[src/hw/rtl/sbt_pkg.sv]
// ----------------------------------------------------------------------------
// sbt_pkg: shared types and constants for the source byte tokenizer
// Token kinds, lexer modes, keyword prefix codes, character helpers and the
// packed token record passed from the lexer to the output queue.
// ----------------------------------------------------------------------------
package sbt_pkg;

  // Source size limit; offsets saturate at min(limit, 65536) - 1
  localparam int unsigned MAX_SOURCE_BYTES = 65536;
  localparam int unsigned OFFSET_CAP_INT =
    ((MAX_SOURCE_BYTES > 65536) ? 65536 : MAX_SOURCE_BYTES) - 1;
  localparam logic [15:0] OFFSET_CAP = 16'(OFFSET_CAP_INT);

  // Output queue sizing: room for two tokens per byte plus slack
  localparam int unsigned QUEUE_DEPTH = 4;
  localparam int unsigned QPTR_W = $clog2(QUEUE_DEPTH);
  localparam int unsigned QFILL_W = $clog2(QUEUE_DEPTH + 1);
  localparam logic [QFILL_W-1:0] QUEUE_ROOM_LIMIT = QFILL_W'(QUEUE_DEPTH - 2);

  // Stream widths
  localparam int unsigned IN_DATA_W = 8;
  localparam int unsigned OUT_DATA_W = 48;

  // Token kinds
  localparam logic [3:0] KIND_ILLEGAL = 4'd0;
  localparam logic [3:0] KIND_EOF     = 4'd1;
  localparam logic [3:0] KIND_IDENT   = 4'd2;
  localparam logic [3:0] KIND_INT     = 4'd3;
  localparam logic [3:0] KIND_FN      = 4'd4;
  localparam logic [3:0] KIND_LET     = 4'd5;
  localparam logic [3:0] KIND_STRING  = 4'd6;
  localparam logic [3:0] KIND_ASSIGN  = 4'd7;
  localparam logic [3:0] KIND_SEMI    = 4'd8;
  localparam logic [3:0] KIND_LPAREN  = 4'd9;
  localparam logic [3:0] KIND_RPAREN  = 4'd10;
  localparam logic [3:0] KIND_COMMA   = 4'd11;
  localparam logic [3:0] KIND_PLUS    = 4'd12;
  localparam logic [3:0] KIND_LBRACE  = 4'd13;
  localparam logic [3:0] KIND_RBRACE  = 4'd14;
  localparam logic [3:0] KIND_UNTERM  = 4'd15;

  // Keyword prefix tracking
  localparam logic [2:0] KW_NONE = 3'd0;
  localparam logic [2:0] KW_F    = 3'd1;
  localparam logic [2:0] KW_FN   = 3'd2;
  localparam logic [2:0] KW_L    = 3'd3;
  localparam logic [2:0] KW_LE   = 3'd4;
  localparam logic [2:0] KW_LET  = 3'd5;

  // Characters of interest
  localparam logic [7:0] CH_NUL    = 8'h00;
  localparam logic [7:0] CH_TAB    = 8'h09;
  localparam logic [7:0] CH_CR     = 8'h0D;
  localparam logic [7:0] CH_SPACE  = 8'h20;
  localparam logic [7:0] CH_QUOTE  = 8'h22;
  localparam logic [7:0] CH_LPAREN = 8'h28;
  localparam logic [7:0] CH_RPAREN = 8'h29;
  localparam logic [7:0] CH_PLUS   = 8'h2B;
  localparam logic [7:0] CH_COMMA  = 8'h2C;
  localparam logic [7:0] CH_ZERO   = 8'h30;
  localparam logic [7:0] CH_NINE   = 8'h39;
  localparam logic [7:0] CH_SEMI   = 8'h3B;
  localparam logic [7:0] CH_ASSIGN = 8'h3D;
  localparam logic [7:0] CH_UP_A   = 8'h41;
  localparam logic [7:0] CH_UP_Z   = 8'h5A;
  localparam logic [7:0] CH_LO_A   = 8'h61;
  localparam logic [7:0] CH_LO_E   = 8'h65;
  localparam logic [7:0] CH_LO_F   = 8'h66;
  localparam logic [7:0] CH_LO_L   = 8'h6C;
  localparam logic [7:0] CH_LO_N   = 8'h6E;
  localparam logic [7:0] CH_LO_T   = 8'h74;
  localparam logic [7:0] CH_LO_Z   = 8'h7A;
  localparam logic [7:0] CH_LBRACE = 8'h7B;
  localparam logic [7:0] CH_RBRACE = 8'h7D;

  // Lexer mode, one-hot
  typedef enum logic [3:0] {
    MODE_IDLE  = 4'b0001,
    MODE_NUM   = 4'b0010,
    MODE_IDENT = 4'b0100,
    MODE_STR   = 4'b1000
  } lex_mode_t;

  // One emitted token
  typedef struct packed {
    logic [3:0]  kind;
    logic [15:0] start;
    logic [15:0] length;
    logic [7:0]  sym;
    logic        last;
  } token_t;

  // Lexer results for one accepted byte
  typedef struct packed {
    logic [1:0] count;
    token_t     tok0;
    token_t     tok1;
  } lex_result_t;

  // Lexer status seen by the top level
  typedef struct packed {
    lex_mode_t   mode;
    logic [15:0] offset;
  } lex_status_t;

  function automatic logic [15:0] sat_inc(input logic [15:0] v);
    return (v >= OFFSET_CAP) ? OFFSET_CAP : v + 16'd1;
  endfunction

  function automatic logic is_space(input logic [7:0] c);
    return (c == CH_SPACE) || ((c >= CH_TAB) && (c <= CH_CR));
  endfunction

  function automatic logic is_digit(input logic [7:0] c);
    return (c >= CH_ZERO) && (c <= CH_NINE);
  endfunction

  function automatic logic is_alpha(input logic [7:0] c);
    return ((c >= CH_UP_A) && (c <= CH_UP_Z)) || ((c >= CH_LO_A) && (c <= CH_LO_Z));
  endfunction

  function automatic logic [3:0] symbol_kind(input logic [7:0] c);
    logic [3:0] k;
    unique case (c)
      CH_ASSIGN: k = KIND_ASSIGN;
      CH_SEMI:   k = KIND_SEMI;
      CH_LPAREN: k = KIND_LPAREN;
      CH_RPAREN: k = KIND_RPAREN;
      CH_COMMA:  k = KIND_COMMA;
      CH_PLUS:   k = KIND_PLUS;
      CH_LBRACE: k = KIND_LBRACE;
      CH_RBRACE: k = KIND_RBRACE;
      default:   k = KIND_ILLEGAL;
    endcase
    return k;
  endfunction

endpackage

[src/hw/rtl/sbt_lexer.sv]
// ----------------------------------------------------------------------------
// sbt_lexer: per-byte lexer state and token generation
// Holds mode, offset, lexeme start and keyword prefix; for each accepted
// byte it forms up to two tokens in one pass of combinational logic.
// ----------------------------------------------------------------------------
module sbt_lexer (
  input  logic                 clk,
  input  logic                 rst,
  input  logic                 accept,
  input  logic [7:0]           source_byte,
  output sbt_pkg::lex_result_t result,
  output sbt_pkg::lex_status_t status
);

  sbt_pkg::lex_mode_t mode, mode_next;
  logic [15:0] offset, offset_next;
  logic [15:0] lexeme_start, lexeme_start_next;
  logic [2:0]  keyword_match, keyword_match_next;

  sbt_pkg::token_t tok_a, tok_b;
  logic            a_valid, b_valid;
  logic            do_idle, reset_offset;
  logic [15:0]     run_length;

  assign run_length = (offset >= lexeme_start) ? offset - lexeme_start : 16'd0;

  // Close the open run if the byte ends it, then handle the byte as in idle mode unless it was a closing quote
  always_comb begin
    mode_next          = mode;
    lexeme_start_next  = lexeme_start;
    keyword_match_next = keyword_match;
    offset_next        = offset;
    tok_a              = '0;
    tok_b              = '0;
    a_valid            = 1'b0;
    b_valid            = 1'b0;
    do_idle            = 1'b0;
    reset_offset       = 1'b0;

    tok_a.start  = lexeme_start;
    tok_a.length = run_length;

    unique case (mode)
      sbt_pkg::MODE_NUM: begin
        if (!sbt_pkg::is_digit(source_byte)) begin
          a_valid    = 1'b1;
          tok_a.kind = sbt_pkg::KIND_INT;
          mode_next  = sbt_pkg::MODE_IDLE;
          do_idle    = 1'b1;
        end
      end
      sbt_pkg::MODE_IDENT: begin
        if (sbt_pkg::is_alpha(source_byte)) begin
          if (keyword_match == sbt_pkg::KW_F && source_byte == sbt_pkg::CH_LO_N) begin
            keyword_match_next = sbt_pkg::KW_FN;
          end else if (keyword_match == sbt_pkg::KW_L && source_byte == sbt_pkg::CH_LO_E) begin
            keyword_match_next = sbt_pkg::KW_LE;
          end else if (keyword_match == sbt_pkg::KW_LE && source_byte == sbt_pkg::CH_LO_T) begin
            keyword_match_next = sbt_pkg::KW_LET;
          end else begin
            keyword_match_next = sbt_pkg::KW_NONE;
          end
        end else begin
          a_valid = 1'b1;
          if (keyword_match == sbt_pkg::KW_FN) begin
            tok_a.kind = sbt_pkg::KIND_FN;
          end else if (keyword_match == sbt_pkg::KW_LET) begin
            tok_a.kind = sbt_pkg::KIND_LET;
          end else begin
            tok_a.kind = sbt_pkg::KIND_IDENT;
          end
          keyword_match_next = sbt_pkg::KW_NONE;
          mode_next          = sbt_pkg::MODE_IDLE;
          do_idle            = 1'b1;
        end
      end
      sbt_pkg::MODE_STR: begin
        if (source_byte == sbt_pkg::CH_QUOTE) begin
          a_valid    = 1'b1;
          tok_a.kind = sbt_pkg::KIND_STRING;
          mode_next  = sbt_pkg::MODE_IDLE;
        end else if (source_byte == sbt_pkg::CH_NUL) begin
          a_valid    = 1'b1;
          tok_a.kind = sbt_pkg::KIND_UNTERM;
          mode_next  = sbt_pkg::MODE_IDLE;
          do_idle    = 1'b1;
        end
      end
      default: begin
        do_idle = 1'b1;
      end
    endcase

    // Idle handling of the byte
    if (do_idle) begin
      if (sbt_pkg::is_space(source_byte)) begin
        mode_next = sbt_pkg::MODE_IDLE;
      end else if (sbt_pkg::is_digit(source_byte)) begin
        mode_next         = sbt_pkg::MODE_NUM;
        lexeme_start_next = offset;
      end else if (sbt_pkg::is_alpha(source_byte)) begin
        mode_next         = sbt_pkg::MODE_IDENT;
        lexeme_start_next = offset;
        if (source_byte == sbt_pkg::CH_LO_F) begin
          keyword_match_next = sbt_pkg::KW_F;
        end else if (source_byte == sbt_pkg::CH_LO_L) begin
          keyword_match_next = sbt_pkg::KW_L;
        end else begin
          keyword_match_next = sbt_pkg::KW_NONE;
        end
      end else if (source_byte == sbt_pkg::CH_QUOTE) begin
        mode_next         = sbt_pkg::MODE_STR;
        lexeme_start_next = sbt_pkg::sat_inc(offset);
      end else if (source_byte == sbt_pkg::CH_NUL) begin
        b_valid      = 1'b1;
        tok_b.kind   = sbt_pkg::KIND_EOF;
        tok_b.start  = offset;
        reset_offset = 1'b1;
      end else begin
        b_valid      = 1'b1;
        tok_b.kind   = sbt_pkg::symbol_kind(source_byte);
        tok_b.start  = offset;
        tok_b.length = 16'd1;
        tok_b.sym    = source_byte;
      end
    end

    // Advance the offset, or restart after end of input
    if (reset_offset) begin
      offset_next        = '0;
      lexeme_start_next  = '0;
      keyword_match_next = sbt_pkg::KW_NONE;
      mode_next          = sbt_pkg::MODE_IDLE;
    end else begin
      offset_next = sbt_pkg::sat_inc(offset);
    end
  end

  // Order the tokens; the last one carries the run mark
  always_comb begin
    result       = '0;
    result.count = {1'b0, a_valid} + {1'b0, b_valid};
    if (a_valid) begin
      result.tok0      = tok_a;
      result.tok0.last = !b_valid;
      result.tok1      = tok_b;
      result.tok1.last = 1'b1;
    end else begin
      result.tok0      = tok_b;
      result.tok0.last = 1'b1;
    end
  end

  // Update lexer state on each accepted byte
  always_ff @(posedge clk) begin
    if (rst) begin
      mode          <= sbt_pkg::MODE_IDLE;
      offset        <= '0;
      lexeme_start  <= '0;
      keyword_match <= sbt_pkg::KW_NONE;
    end else if (accept) begin
      mode          <= mode_next;
      offset        <= offset_next;
      lexeme_start  <= lexeme_start_next;
      keyword_match <= keyword_match_next;
    end
  end

  assign status.mode   = mode;
  assign status.offset = offset;

endmodule

[src/hw/rtl/sbt_out_queue.sv]
// ----------------------------------------------------------------------------
// sbt_out_queue: token result queue
// Small register queue that takes zero, one or two tokens per transaction on the
// input side and hands out one token per transaction on the output side.
// ----------------------------------------------------------------------------
module sbt_out_queue (
  input  logic                                clk,
  input  logic                                rst,
  input  logic                                push,
  input  sbt_pkg::lex_result_t                result,
  input  logic                                pop,
  output sbt_pkg::token_t                     head,
  output logic                                not_empty,
  output logic                                has_room,
  output logic [sbt_pkg::QFILL_W-1:0]         fill
);

  sbt_pkg::token_t entries [sbt_pkg::QUEUE_DEPTH];

  logic [sbt_pkg::QPTR_W-1:0]  wr_ptr, rd_ptr;
  logic [sbt_pkg::QPTR_W-1:0]  wr_ptr_next, rd_ptr_next;
  logic [sbt_pkg::QFILL_W-1:0] fill_next;
  logic [sbt_pkg::QFILL_W-1:0] push_count;
  logic [sbt_pkg::QPTR_W-1:0]  wr_ptr_second;

  assign push_count    = push ? sbt_pkg::QFILL_W'(result.count) : '0;
  assign wr_ptr_second = wr_ptr + sbt_pkg::QPTR_W'(1);
  assign wr_ptr_next   = wr_ptr + sbt_pkg::QPTR_W'(push_count);
  assign rd_ptr_next   = rd_ptr + sbt_pkg::QPTR_W'(pop);
  assign fill_next     = fill + push_count - sbt_pkg::QFILL_W'(pop);

  // Store incoming tokens
  always_ff @(posedge clk) begin
    if (push && result.count != 2'd0) begin
      entries[wr_ptr] <= result.tok0;
    end
    if (push && result.count == 2'd2) begin
      entries[wr_ptr_second] <= result.tok1;
    end
  end

  // Advance pointers and fill level
  always_ff @(posedge clk) begin
    if (rst) begin
      wr_ptr <= '0;
      rd_ptr <= '0;
      fill   <= '0;
    end else begin
      wr_ptr <= wr_ptr_next;
      rd_ptr <= rd_ptr_next;
      fill   <= fill_next;
    end
  end

  assign head      = entries[rd_ptr];
  assign not_empty = (fill != '0);
  assign has_room  = (fill <= sbt_pkg::QUEUE_ROOM_LIMIT);

endmodule

[src/hw/rtl/source_byte_tokenizer_core.sv]
// ----------------------------------------------------------------------------
// source_byte_tokenizer_core: byte-serial source tokenizer
// Turns a stream of source bytes into tokens of kind, start offset, length
// and symbol byte, marking the last token caused by each byte.
// ----------------------------------------------------------------------------
// Usage:
//   Input channel s_*: one source byte per transaction; a zero byte ends the
//   text, emits eof and restarts offsets at zero.
//   Output channel m_*: one token per transaction; m_tlast marks the final
//   token caused by one input byte (a byte causes zero, one or two tokens).
// Path: tokens of an accepted byte are registered in the queue, then leave on m_*.
// Throughput: one byte per cycle while s_tready is high. The lexer state
//   updates once per accepted byte; a four-entry token queue sits between
//   lexer and output, and s_tready is high while it has room for two tokens.
//   A byte that causes two tokens needs two output transactions, so a run of
//   such bytes drains at one token per cycle while m_tready is high.
// Reset: rst (synchronous) returns to idle mode at offset zero and empties
//   the queue.
// Stall: while m_tready is low tokens collect in the queue; s_tready drops
//   once fewer than two entries are free, and no token is lost.
// ----------------------------------------------------------------------------
module source_byte_tokenizer_core (
  input  logic                            clk,
  input  logic                            rst,
  input  logic                            s_tvalid,
  output logic                            s_tready,
  input  logic [sbt_pkg::IN_DATA_W-1:0]   s_tdata,  // [7:0] source_byte
  output logic                            m_tvalid,
  input  logic                            m_tready,
  // [3:0] token_kind, [19:4] token_start, [35:20] token_length,
  // [43:36] symbol_byte, [47:44] zero
  output logic [sbt_pkg::OUT_DATA_W-1:0]  m_tdata,
  output logic                            m_tlast   // last_of_run
);

  sbt_pkg::lex_result_t        result;
  sbt_pkg::lex_status_t        status;
  sbt_pkg::token_t             head;
  logic                        in_accept, out_accept;
  logic                        has_room, not_empty;
  logic [sbt_pkg::QFILL_W-1:0] fill;

  assign in_accept  = s_tvalid && s_tready;
  assign out_accept = m_tvalid && m_tready;

  // Lexer state and token generation
  sbt_lexer u_lexer (
    .clk         (clk),
    .rst         (rst),
    .accept      (in_accept),
    .source_byte (s_tdata),
    .result      (result),
    .status      (status)
  );

  // Token queue toward the output channel
  sbt_out_queue u_queue (
    .clk       (clk),
    .rst       (rst),
    .push      (in_accept),
    .result    (result),
    .pop       (out_accept),
    .head      (head),
    .not_empty (not_empty),
    .has_room  (has_room),
    .fill      (fill)
  );

  assign s_tready = has_room;
  assign m_tvalid = not_empty;
  assign m_tlast  = head.last;
  assign m_tdata  = {4'b0000, head.sym, head.length, head.start, head.kind};

  // End of input restarts the lexer at offset zero in idle mode
  assert property (@(posedge clk) disable iff (rst)
    (in_accept && s_tdata == sbt_pkg::CH_NUL) |=>
      (status.offset == 16'd0 && status.mode == sbt_pkg::MODE_IDLE))
    else $error("lexer not restarted after end of input");

  // Queue never overfills
  assert property (@(posedge clk) disable iff (rst)
    fill <= sbt_pkg::QFILL_W'(sbt_pkg::QUEUE_DEPTH))
    else $error("token queue overflow");

  // Queue level holds when neither side moves a transaction
  assert property (@(posedge clk) disable iff (rst)
    (!in_accept && !out_accept) |=> $stable(fill))
    else $error("token queue level changed without a transaction");

  // Offset never passes the saturation cap
  assert property (@(posedge clk) disable iff (rst)
    status.offset <= sbt_pkg::OFFSET_CAP)
    else $error("byte offset beyond cap");

endmodule

[config.mk]
export PLATFORM = sky130hd
export DESIGN_NAME = source_byte_tokenizer_core
export DESIGN_NICKNAME = d
export VERILOG_FILES = /design/src/hw/rtl/sbt_pkg.sv /design/src/hw/rtl/sbt_lexer.sv /design/src/hw/rtl/sbt_out_queue.sv /design/src/hw/rtl/source_byte_tokenizer_core.sv
export SDC_FILE = /design/constraint.sdc
export NUM_CORES = 1
export LEC_CHECK = 0
export ABC_CLOCK_PERIOD_IN_PS = 6660
export BUFFER_PORTS_ARGS = -buffer_cell sky130_fd_sc_hd__buf_2
export CELL_PAD_IN_SITES_DETAIL_PLACEMENT = 1
export CELL_PAD_IN_SITES_GLOBAL_PLACEMENT = 2
export CORE_AREA = 2 2 254 131
export DETAILED_ROUTE_END_ITERATION = 10
export DIE_AREA = 0 0 256 133
export GPL_TIMING_DRIVEN = 0
export MAX_ROUTING_LAYER = met4
export PLACE_DENSITY = 0.9
export SYNTH_ARGS = -nofsm -noshare
export SYNTH_HDL_FRONTEND = slang
export SYNTH_HIERARCHICAL = 1
export SYNTH_SLANG_ARGS = --single-unit
[constraint.sdc]
create_clock -name clk -period 6.66 [get_ports clk]
set_clock_uncertainty 0.1 [all_clocks]
set_input_delay 1.332 -clock clk [delete_from_list [all_inputs] [get_ports clk]]
set_output_delay 1.332 -clock clk [all_outputs]
set_load 0.02 [all_outputs]
## Word-level counts from Yosys, hierarchy flattened

Memory sizes are Yosys's and may differ from the RTL's. A register that Yosys moved wholly into a read port is not among the register bits.
Cells that the tools add are included.

- Memories: 1
- Memory bits (writable): 180
- Output and inout port bits: 51
- Bits in registers: 46
- Bits in latches: 0
- ROM bits: 0
- Word-level logic and storage cells: 143
- Input bits: 12

Memories:

| memory | words | width | rd ports | clocked after memory_dff | write ports | RTL line | RTL |
|---|---|---|---|---|---|---|---|
| u_queue.entries | 4 | 45 | 1 | 1 | 2 | sbt_out_queue.sv:18 | `sbt_pkg::token_t entries [sbt_pkg::QUEUE_DEPTH];` |

- Shifts and indexed selects: 0
- Multiply operators: 0
- Add/sub/neg operators: 8
- Bitwise logic cells: 0
- Muxes and demuxes: 71
- $lt $le $gt $ge: 11
- Eq/ne operators: 25
- Div/mod/pow operators: 0
- Reductions and logical operators: 20

Operators with widths:

| cell | count |
|---|---|
| 44-bit two-way mux | 5 |
| 16-bit two-way mux | 9 |
| 45-bit two-way mux | 2 |
| 8-bit by 6-bit equality test with 1-bit output, second input constant | 8 |
| 8-bit by 7-bit equality test with 1-bit output, second input constant | 7 |
| 4-bit two-way mux | 14 |
| 3-bit two-way mux | 12 |
| 4-bit case mux with 8 select lines | 1 |
| 4-bit case mux with 3 select lines | 2 |
| 20-bit two-way mux | 1 |
| 1-bit two-way mux | 18 |
| 16-bit by 1-bit adder with 16-bit output, second input constant | 1 |
| 16-bit >= comparator | 1 |
| 16-bit >= comparator, second input constant | 1 |
| 8-bit by 7-bit >= comparator with 1-bit output, second input constant | 2 |
| 8-bit by 7-bit <= comparator with 1-bit output, second input constant | 2 |
| 16-bit subtractor | 1 |
| 1-bit logical AND | 11 |
| 9-bit two-way mux | 1 |
| 8-bit by 4-bit >= comparator with 1-bit output, second input constant | 1 |
| 8-bit by 6-bit >= comparator with 1-bit output, second input constant | 1 |
| 8-bit by 4-bit <= comparator with 1-bit output, second input constant | 1 |
| 8-bit by 6-bit <= comparator with 1-bit output, second input constant | 1 |
| 8-bit zero test | 1 |
| other kinds (23) | 31 |

## Longest topological paths before layout

- Depth in word-level cells: 12
- Gate-level depth with buffers: 17
- Depth with buffers taken out: 15

## Modules after synthesis

The synthesis kept the hierarchy.

Modules (own cells, without submodules):

| module | cells each | instances | area each (sq um) | seq. area each (sq um) |
|---|---|---|---|---|
| sbt_out_queue | 485 | 1 | 9206.3 | 5545.3 |
| sbt_lexer | 633 | 1 | 4591.9 | 780.7 |
| source_byte_tokenizer_core | 7 | 1 | 46.3 | 0.0 |

## Worst setup path after synthesis

Ideal clock, no wire load.

- Path type: input to register
- From: input port s_tdata[5] (netlist bit)
- To: memory u_queue/entries[1][0] (netlist bit), enable pin
- Path slack: 0.654 ns
- Arrival time: 5.458 ns
- Stages: 11
- Required time: 6.113 ns
- Library setup time: 0.447 ns
- Path buffers: 2
- Cell sequence: buf_2 > or4_4 > or3_1 > o211ai_1 > a211o_1 > buf_4 > inv_1 > ha_1 > mux2_2 > nand2_1 > nor2_1

RTL lines:

| item | RTL line | RTL |
|---|---|---|
| start, declared | source_byte_tokenizer_core.sv:27 | `input logic [sbt_pkg::IN_DATA_W-1:0] s_tdata,` |
| end, declared | sbt_out_queue.sv:18 |  |

==> qor.csv <==
stage;metric;value;unit
critical_path;Worst Path Required;6.83;ns
die;number of I/O pins;63;
die;DIE HEIGHT;133;µm
critical_path;Crit-path slowest cell;nor3_1;
cts;CTS Buf Count;23;
cts;Max H-tree Level;1;
cts;post_cts resized;0;
power;total chip power;0.004213;W
grt;GRT Max-Usage Layer;met1;
timing;Final min period;5.420;ns
drt;vias;10440;
final_layout;non-filler cells, final;1683;
place;placed cells;1642;
place;PortBufs;55;
synthesis;syn avg cell area;12.31;µm²
die;full die area;0.03405;mm²
job;max_cap viols;0;
critical_path;CP delay by family, top;simple AND/OR/NAND/NOR gates;
critical_path;crit path launch type;input port;
timing;worst hold margin;0.4191;ns
cts;CTS tree;yes;
final_layout;most frequent cells in the layout;edfxtp_1, mux2_2, buf_2, nand2_1, a21oi_1;
grt;first-pass GRT wire length;67960;µm
drt;DR iter-0 viols;1124;
timing;Worst-Margin Slew;1.020;ns
grt;gr ovfl total;0;
cts;clk_lat worst skew;0.53;ns
grt;vias in the first global route;10580;
synthesis;cells after synthesis;1125;
timing;RSZ-0062 raised after global routing;false;
synthesis;Yosys Warn Count;6;
timing;final setup vio count;0;
final_layout;total inserted antenna cells;0;
final_layout;Syn-to-layout area delta;12.43;%
drt;routed wire length;44690;µm
final_layout;Final #Nets;1264;
place;HPWL Detailed;32510;µm
synthesis;Post-synth EDFFs;180;
grt;largest net degree at the start of global routing;31;
critical_path;Setup crit end kind;flip-flop;
timing;Max Fclk;184.5;MHz
final_layout;most common cell after layout, fill and taps aside;edfxtp_1;
cts;clk root buf;clkbuf_16;
grt;initial antenna violation count;1;
timing;max-slew violation count;0;
cts;Post CTS Setup Buffer Count;0;
critical_path;worst-path cell chain;clkbuf_1 -> o21ai_0 -> a21oi_1 -> nor3_1 -> a211o_1 -> buf_4 -> inv_1 -> ha_1 -> nand3b_2 -> nor2_2 -> buf_2 -> mux2_2;
drt;post-route antenna net violation count;0;
final_layout;layout cells sized above 1;33.98;%
cts;CTS Hold Bufs;0;
critical_path;CP arrival;5.59;ns
drt;vias per cell;6.206;
grt;met1 GRT Util;40.95;%
cts;clk sinks;226;
drt;DR pass1 iterations;5;
power;Power Density;270.7;mW/mm²
status;run status;finished clean;
timing;fraction of the cycle the final worst path needs;81.39;%
drt;drt wl/cell;26.56;µm
grt;Tot GR Track Use;27.04;%
synthesis;Synth top area share;39.04;%
synthesis;Seq/Total Area, Yosys;45.69;%
timing;final hold vios;0;
place;Final GP Congestion;0.9521;
critical_path;largest fanout on the critical path;10;
min_path;Worst Hold Class;flip-flop to flip-flop;
die;initial core utilization;43.04;%
cts;Clk pin slew, worst setup/hold paths;0.07;ns
die;Core Box Area;0.03217;mm²
synthesis;synthesized cell area;0.01384;mm²
cts;clock buffer depth;3;
synthesis;Cell variety after synth;93;
die;die width;256;µm
final_layout;design area;0.01556;mm²
synthesis;most area-hungry cell type in the Yosys netlist;edfxtp_1;
final_layout;Filler cells;3390;
grt;GRT met2 Usage;37.17;%
place;placed inst area;0.01483;mm²
power;leakage;5.591;nW
synthesis;Main synth FF type;edfxtp_1;
timing;Rel. slew slack;31.77;%
synthesis;post-synthesis async set-or-reset flop share;0;%
die;row count;47;
synthesis;top cells by area, synth;edfxtp_1, mux2_2, mux4_2, dfxtp_1, mux2_4;
critical_path;slowest cell delay on critical path;0.82;ns
drt;DRC viols;0;
final_layout;Final Util;48.39;%
power;worst vdd ir;151.5;µV
critical_path;kind of critical path;input port to flip-flop;
grt;GR Layer Usage met3;5.536;%
critical_path;Buffers & Inverters on Critical Path;4;
synthesis;#FFs+latches synth;226;
-- worst min-delay path, stage by stage, from the launching register on --
cell and delay (ns):
dfxtp_1 0.32, nand2b_1 0.08, o32ai_2 0.07
-- kinds of logic (layout without fill, tap and decap cells) --
kind of cell,after synthesis,in the layout,synth area share (%)
AO/OA/AOI/OAI,216,216,11.08
adder cells (fa/ha/maj),26,26,2.458
XOR/XNOR,17,17,1.076
buffers and inverters,133,233,5.034
flip-flops,226,226,45.69
AND/OR/NAND/NOR,275,275,11.19
multiplexers,230,230,23.42
other,2,19,0.05425
-- per-layer routing --
| metal | up-vias | wire length, µm |
|---|---|---|
| li1 | 4521 | - |
| met1 | 5352 | 21270 |
| met2 | 513 | 18380 |
| met3 | 58 | 4309 |
| met4 | 0 | 731 |
| met5 | - | 0 |
-- path summary, 6_finish.rpt --
check / startpoint / endpoint / slack, ns / cells past startpoint
setup / recovery: s_tdata[2] / u_queue/entries[2][37]$_DFFE_PP_ / 1.24 / 12
hold / removal: u_lexer/lexeme_start[12]$_SDFFE_PP0P_ / u_lexer/lexeme_start[12]$_SDFFE_PP0P_ / 0.42 / 2
setup reg to reg: u_lexer/mode[0]$_SDFFE_PP1P_ / u_queue/entries[2][37]$_DFFE_PP_ / 1.82 / 11
hold reg to reg: u_lexer/lexeme_start[12]$_SDFFE_PP0P_ / u_lexer/lexeme_start[12]$_SDFFE_PP0P_ / 0.42 / 2
-- cells in the mapped netlist (24+ instances only) --
library cell,number
ha_1,24
nand2_1,58
edfxtp_1,180
o21ai_0,28
buf_2,27
mux2_2,139
mux2_4,40
clkbuf_1,31
mux4_2,45
and2_1,28
buf_4,26
a21oi_1,52
nor2_1,48
dfxtp_1,46
inv_1,37
-- area by class of cell --
| type | count | area, µm² | area share, % |
|---|---|---|---|
| Buffer | 94 | 545.5 | 3.505 |
| Clock buffer | 32 | 639.4 | 4.108 |
| Clock inverter | 9 | 98.84 | 0.6350 |
| Inverter | 39 | 151.4 | 0.9727 |
| Multi-Input combinational cell | 783 | 6897 | 44.31 |
| Sequential cell | 226 | 6326 | 40.64 |
| Tap cell | 441 | 551.8 | 3.545 |
| Timing Repair Buffer | 59 | 355.3 | 2.283 |
-- state kept, by name, summed over array words and instances, names as in the netlist --
| signal | cells |
|---|---|
| u_lexer/keyword_match | 3 |
| u_queue/entries | 180 |
| u_queue/wr_ptr | 2 |
| u_queue/rd_ptr | 2 |
| u_queue/fill | 3 |
| u_lexer/lexeme_start | 16 |
| u_lexer/offset | 16 |
| u_lexer/mode | 4 |
-- where the power goes --
part	total [W]	switching (W)	internal, W	leakage (nW)
clock	0.00133	0.000579	0.000748	0.357
sequential	0.00169	0.0000454	0.00165	2.02
combinational	0.00119	0.000733	0.000461	3.21
-- metrics by stage --
step	TNS (ns)	setup slack, ns
after global placement	-68.58	-1.534
after CTS	0	1.430
after global routing	0	1.019
after floorplan	0	0.6545
after detailed placement	0	0.8856
final	0	1.240
(Power assumes the default switching activity.)
